<file path="src/rtl/fnvh_pkg.sv">
// ----------------------------------------------------------------------------
// fnvh_pkg
// types and constants of the fnv1a-128 windowed hash unit
// ----------------------------------------------------------------------------
`timescale 1ns / 1ps

package fnvh_pkg;

    localparam int unsigned HASH_W       = 128;
    localparam int unsigned HALF_W       = 64;
    localparam int unsigned POS_W        = 32;
    localparam int unsigned BYTE_W       = 8;
    localparam int unsigned WINDOW_BYTES = 16;

    localparam logic [HALF_W-1:0] BASIS_HIGH = 64'h6c62272e07bb0142;
    localparam logic [HALF_W-1:0] BASIS_LOW  = 64'h62b821756295c58d;
    localparam logic [HASH_W-1:0] BASIS      = {BASIS_HIGH, BASIS_LOW};

    localparam logic [POS_W-1:0] POS_MAX    = '1;
    localparam logic [POS_W-1:0] MASK_RESET = '1;

    // prime is 2^88 + 2^8 + 0x3b
    localparam int unsigned PRIME_SHIFT_HI = 88;
    localparam int unsigned PRIME_SHIFT_MD = 8;

    typedef struct packed {
        logic [BYTE_W-1:0] data;
        logic              last;
    } t_fnvh_item;

endpackage

</file>
<file path="src/rtl/fnv1a_128_masked_window_hash_unit.sv">
// ----------------------------------------------------------------------------
// fnv1a_128_masked_window_hash_unit
// running fnv1a-128 hash over a byte stream with a zeroed 16-byte window
// ----------------------------------------------------------------------------
// usage
//   slave stream: one message byte per request in s_axis_tdata, s_axis_tlast
//   marks the final byte of a message
//   master stream: one request per message, the 128-bit digest in
//   m_axis_tdata, upper half in the low 64 bits
//   i_cfg_wr_en / i_cfg_wr_data write mask_start, the first byte position of
//   the zeroed window; write it only between messages
//   throughput: one byte per cycle, set by the 128-bit shift-add multiply
//   by the prime in the hash round between the input and hash registers
//   latency: digest valid one cycle after the edge that takes the last byte
//   reset: hash returns to the offset basis, position to zero, mask_start
//   to all ones, both stream sides empty
//   stall: while a digest waits on m_axis_tready, bytes keep flowing; the
//   input holds only when a second last byte meets a full output register
// ----------------------------------------------------------------------------
`timescale 1ns / 1ps

module fnv1a_128_masked_window_hash_unit
    import fnvh_pkg::*;
#(
    parameter int unsigned WIN_BYTES = WINDOW_BYTES
)
(
    input  logic                i_clk,
    input  logic                i_rst_n,
    input  logic                i_cfg_wr_en,
    input  logic [POS_W-1:0]    i_cfg_wr_data,
    input  logic                s_axis_tvalid,
    output logic                s_axis_tready,
    input  logic [BYTE_W-1:0]   s_axis_tdata,   // [7:0] data_byte
    input  logic                s_axis_tlast,
    output logic                m_axis_tvalid,
    input  logic                m_axis_tready,
    output logic [HASH_W-1:0]   m_axis_tdata    // [63:0] digest_high, [127:64] digest_low
);

    t_fnvh_item        w_in_item;
    t_fnvh_item        w_masked;
    t_fnvh_item        r_s1;
    logic              r_s1_valid;
    logic              w_s1_adv;
    logic              w_accept;
    logic [HASH_W-1:0] r_hash;
    logic [HASH_W-1:0] w_hash_next;
    logic              r_out_valid;
    logic [HASH_W-1:0] r_out_data;

    assign w_in_item.data = s_axis_tdata;
    assign w_in_item.last = s_axis_tlast;

    assign w_s1_adv      = r_s1_valid && (!r_s1.last || !r_out_valid || m_axis_tready);
    assign s_axis_tready = !r_s1_valid || w_s1_adv;
    assign w_accept      = s_axis_tvalid && s_axis_tready;

    fnvh_window #(
        .WIN_BYTES (WIN_BYTES)
    ) u_window (
        .i_clk         (i_clk),
        .i_rst_n       (i_rst_n),
        .i_cfg_wr_en   (i_cfg_wr_en),
        .i_cfg_wr_data (i_cfg_wr_data),
        .i_accept      (w_accept),
        .i_item        (w_in_item),
        .o_item        (w_masked)
    );

    fnvh_round u_round (
        .i_hash (r_hash),
        .i_data (r_s1.data),
        .o_hash (w_hash_next)
    );

    // input stage
    always_ff @(posedge i_clk) begin
        if (!i_rst_n) begin
            r_s1_valid <= 1'b0;
        end else if (s_axis_tready) begin
            r_s1_valid <= s_axis_tvalid;
        end
    end

    always_ff @(posedge i_clk) begin
        if (w_accept) begin
            r_s1 <= w_masked;
        end
    end

    // running hash
    always_ff @(posedge i_clk) begin
        if (!i_rst_n) begin
            r_hash <= BASIS;
        end else if (w_s1_adv) begin
            r_hash <= r_s1.last ? BASIS : w_hash_next;
        end
    end

    // result register
    always_ff @(posedge i_clk) begin
        if (!i_rst_n) begin
            r_out_valid <= 1'b0;
        end else if (w_s1_adv && r_s1.last) begin
            r_out_valid <= 1'b1;
        end else if (m_axis_tready) begin
            r_out_valid <= 1'b0;
        end
    end

    always_ff @(posedge i_clk) begin
        if (w_s1_adv && r_s1.last) begin
            r_out_data <= {w_hash_next[HALF_W-1:0], w_hash_next[HASH_W-1:HALF_W]};
        end
    end

    assign m_axis_tvalid = r_out_valid;
    assign m_axis_tdata  = r_out_data;

endmodule

</file>
<file path="src/rtl/fnvh_window.sv">
// ----------------------------------------------------------------------------
// fnvh_window
// byte position counter and zeroed-window test on the accepted byte
// ----------------------------------------------------------------------------
`timescale 1ns / 1ps

module fnvh_window
    import fnvh_pkg::*;
#(
    parameter int unsigned WIN_BYTES = WINDOW_BYTES
)
(
    input  logic              i_clk,
    input  logic              i_rst_n,
    input  logic              i_cfg_wr_en,
    input  logic [POS_W-1:0]  i_cfg_wr_data,
    input  logic              i_accept,
    input  t_fnvh_item        i_item,
    output t_fnvh_item        o_item
);

    logic [POS_W-1:0] r_mask_start;
    logic [POS_W-1:0] r_pos;
    logic [POS_W-1:0] n_pos;
    logic [POS_W:0]   w_pos_ext;
    logic [POS_W:0]   w_start_ext;
    logic [POS_W:0]   w_end_ext;
    logic             w_in_window;

    assign w_pos_ext   = {1'b0, r_pos};
    assign w_start_ext = {1'b0, r_mask_start};
    assign w_end_ext   = w_start_ext + (POS_W+1)'(WIN_BYTES);
    assign w_in_window = (w_pos_ext >= w_start_ext) && (w_pos_ext < w_end_ext);

    always_comb begin
        o_item.last = i_item.last;
        o_item.data = w_in_window ? '0 : i_item.data;
    end

    always_comb begin
        n_pos = r_pos;
        if (i_accept) begin
            if (i_item.last) begin
                n_pos = '0;
            end else if (r_pos != POS_MAX) begin
                n_pos = r_pos + 1'b1;
            end
        end
    end

    always_ff @(posedge i_clk) begin
        if (!i_rst_n) begin
            r_mask_start <= MASK_RESET;
            r_pos        <= '0;
        end else begin
            if (i_cfg_wr_en) begin
                r_mask_start <= i_cfg_wr_data;
            end
            r_pos <= n_pos;
        end
    end

endmodule

</file>
<file path="src/rtl/fnvh_round.sv">
// ----------------------------------------------------------------------------
// fnvh_round
// one fnv1a step: xor byte into hash, multiply by the 128-bit prime
// ----------------------------------------------------------------------------
`timescale 1ns / 1ps

module fnvh_round
    import fnvh_pkg::*;
(
    input  logic [HASH_W-1:0] i_hash,
    input  logic [BYTE_W-1:0] i_data,
    output logic [HASH_W-1:0] o_hash
);

    logic [HASH_W-1:0] w_mix;

    assign w_mix = {i_hash[HASH_W-1:BYTE_W], i_hash[BYTE_W-1:0] ^ i_data};

    // shift-add form of the sparse prime, 0x3b = 32 + 16 + 8 + 2 + 1
    assign o_hash = (w_mix << PRIME_SHIFT_HI) + (w_mix << PRIME_SHIFT_MD)
                  + (w_mix << 5) + (w_mix << 4) + (w_mix << 3)
                  + (w_mix << 1) + w_mix;

endmodule

</file>
<file path="config.mk">
export PLATFORM = sky130hd
export DESIGN_NAME = fnv1a_128_masked_window_hash_unit
export DESIGN_NICKNAME = d
export VERILOG_FILES = /design/src/rtl/fnvh_pkg.sv /design/src/rtl/fnv1a_128_masked_window_hash_unit.sv /design/src/rtl/fnvh_window.sv /design/src/rtl/fnvh_round.sv
export SDC_FILE = /design/constraint.sdc
export NUM_CORES = 2
export LEC_CHECK = 0
export BUFFER_PORTS_ARGS = -buffer_cell sky130_fd_sc_hd__buf_2
export CORE_ASPECT_RATIO = 0.9
export CORE_MARGIN = 4
export CORE_UTILIZATION = 55
export DETAILED_ROUTE_END_ITERATION = 10
export GPL_TIMING_DRIVEN = 0
export PLACE_DENSITY = 0.8
export SLEW_MARGIN = 20
export SYNTH_ARGS = -nofsm -noshare
export SYNTH_HDL_FRONTEND = slang
export SYNTH_SLANG_ARGS = --single-unit
</file>
<file path="constraint.sdc">
create_clock -name i_clk -period 10.3 [get_ports i_clk]
set_clock_uncertainty 0.1 [all_clocks]
set_input_delay 1.03 -clock i_clk [delete_from_list [all_inputs] [get_ports i_clk]]
set_output_delay 1.03 -clock i_clk [all_outputs]
set_load 0.1 [all_outputs]
</file>
==> flow_summary_export.csv <==
group,metric,value,unit
final_layout,fill_cells,5569,
timing,relSlewSlack,26.8,%
yosys,synth.top_cell.area_share,28.8,%
floorplanning,ios,176,
clocking,clockBufferDepth,3,
route,routedWlPerCell,19.6,µm
clocking,cts_resized,0,
timing,tightestPinTransition,1.09,ns
clocking,clock-sinks,331,
hold_path,worstHoldPathType,"register to register",
clocking,cts_max_level,2,
timing,slew_violations,0,
route,drtIter0Drc,2420,
timing,rsz0062_at_grt,"no",
final_layout,multi_input_area,0.0240,mm²
critical_path,endpoint_kind,"register",
grt,grt_start_max_net_pins,83,
clocking,cts_tree,"done",
grt,grt_pass1_vias,28550,
clocking,postCtsSetupBuffers,0,
grt,antenna_found_initial,2,
yosys,synth_edf_count,137,
floorplanning,rows,88,
timing,hold_violations,0,
final_layout,area_delta_synth_final,9.55,%
outcome,status,"complete, no violations",
critical_path,arrival,8.31,ns
floorplanning,die_area,0.0698,mm²
floorplanning,start_util,55.9,%
yosys,avgSynthCellArea,9.27,µm²
final_layout,fin_nets,4958,
yosys,yosysUniqueCellTypes,74,
flow_run,maxCapViolCount,0,
yosys,yosys_warnings,0,
timing,setup_tns,0,ns
yosys,ys_seq_area_share,22.2,%
yosys,synthTopCellsByCount,"inv_1 (966), fa_1 (519), ha_1 (281)",
critical_path,required,10.54,ns
clocking,root_buffer,"clkbuf_16",
floorplanning,fp.dieW,278,µm
placement,io_buffers,174,
clocking,clock_latency,0.61,ns
floorplanning,die_y,251,µm
placement,gp_congestion,1.02,
route,ant_nets,0,
yosys,async_flop_share,0,%
grt,grt_pass1_wl,156,mm
yosys,synthCells,3894,
final_layout,drive_gt1_share,6.90,%
yosys,netlist_top_cells_area,"fa_1 (29%), edfxtp_1 (11%), dfxtp_1 (11%), inv_1 (10%), ha_1 (9.7%)",
final_layout,regArea,0.00800,mm²
route,vias,27970,
route,dr.pass1.iters,6,
critical_path,crit_path_max_fanout,6,
grt,grt_overflow,0,
yosys,syn_area,0.0361,mm²
timing,period_needed,8.08,ns
yosys,yosysTopAreaCell,"fa_1",
timing,setup_viol,0,
yosys,synth_flop_cell,"dfxtp_1",
clocking,numCtsBuffers,41,
placement,dp_hpwl,80.2,mm
critical_path,start_kind,"register",
timing,fin_crit_sh,78.4,%
yosys,yosysMostFrequentCell,"inv_1",
timing,fmax,124,MHz
yosys,syn_nets,4740,
clocking,postCtsHoldBufs,0,
clocking,cts.clk_slew.worst_paths,0.06,ns
grt,grtUsageTotal,28.3,%
yosys,ys_seq_elements,331,
route,wirelength,97.8,mm
route,routed_via_density,5.59,
floorplanning,core_area,0.0645,mm²
route,route.detailed.drc,0,
critical_path,worst-setup-path-type,"register to register",
[path summary, 6_finish.rpt]
check,depth (start not counted),slack (ns),startpoint,end
max reg2reg,19,2.22,r_s1[4],m_axis_tdata[58]
min reg2reg,1,0.37,r_hash[71],r_hash[71]
max,19,2.22,r_s1[4],m_axis_tdata[58]
min,1,0.37,r_hash[71],r_hash[71]
[worst max-delay path: stages (launching register included)]
cell      delay, ns
edfxtp_1       0.38
xnor2_1        0.86
inv_1          0.36
xnor2_1        0.34
ha_1           0.29
fa_1           0.57
fa_1           0.43
ha_1           0.31
ha_1           0.35
o211ai_1       0.14
o211ai_2       0.26
nand3_1        0.19
a211oi_1       0.44
nor4_2         0.20
o31ai_1        0.58
a21oi_1        0.29
o31ai_1        0.83
a31oi_1        0.41
o31ai_1        0.34
xor2_1         0.13
[through the flow]
step                instance area [µm²]  std cells  util, %  worst slack [ns]  hold WS (ns)
floorplan                         36100       3894        -              4.45         0.342
global placement                  38000       4923     58.9              2.60         0.355
detailed placement                38100       4924     59.0              2.54         0.360
CTS                               39500       5000     61.3              2.52         0.377
global route                      39500       5000     61.3              2.08         0.387
finish                            39500       5002     61.3              2.22         0.370
[metal layers]
layer / wire length (µm) / share of wire, % / GRT usage (%)
met3: 10300 / 11 / 8.21
met1: 41100 / 42 / 39.1
met5: 49 / 0.050 / 0
met4: 3220 / 3.3 / 8.79
met2: 43100 / 44 / 43.8
[sequential cells by signal, indices dropped and copies added, names as in the netlist]
name                   cells
m_axis_tdata             128
m_axis_tvalid              1
r_hash                   128
r_s1                       9
r_s1_valid                 1
u_window.r_mask_start     32
u_window.r_pos            32
[layout by cell type, fill, tap and decap left out, types with 123 or more instances in the layout]
cell	Yosys	routed
inv_1	966	965
fa_1	519	519
ha_1	281	281
nand2_1	271	271
a21oi_1	196	196
dfxtp_1	194	194
buf_2	12	186
nor2_1	169	169
edfxtp_1	137	137
xnor2_1	128	127
o21ai_0	123	123
[layout make-up]
class	instances	share of cell area, %
well taps	855	2.71
flip-flops and latches	331	20.2
multi-input cells	2473	60.7
repair buffers	175	2.27
inverters	967	9.20
plain buffers	123	1.21
clock inverters	30	1.02
diodes	2	0.0127
clock buffers	46	2.67
[kinds of logic (layout without fill, tap and decap cells)]
| group | after synthesis | after routing | share of synthesized area, % |
|---|---|---|---|
| buffers and inverters | 1090 | 1341 | 11.4 |
| adders and majority gates | 800 | 800 | 38.5 |
| and+or+nand+nor | 746 | 746 | 9.75 |
| AOI/OAI and AO/OA | 718 | 718 | 13.1 |
| DFF | 331 | 331 | 22.2 |
| xor gates and xnor gates | 202 | 202 | 4.92 |
| muxes | 7 | 7 | 0.198 |
| other | 0 | 2 | 0 |
Power is left out: the tool's default activity adds up to more than one toggle a clock period on the data nets, which glitch-free logic cannot reach.
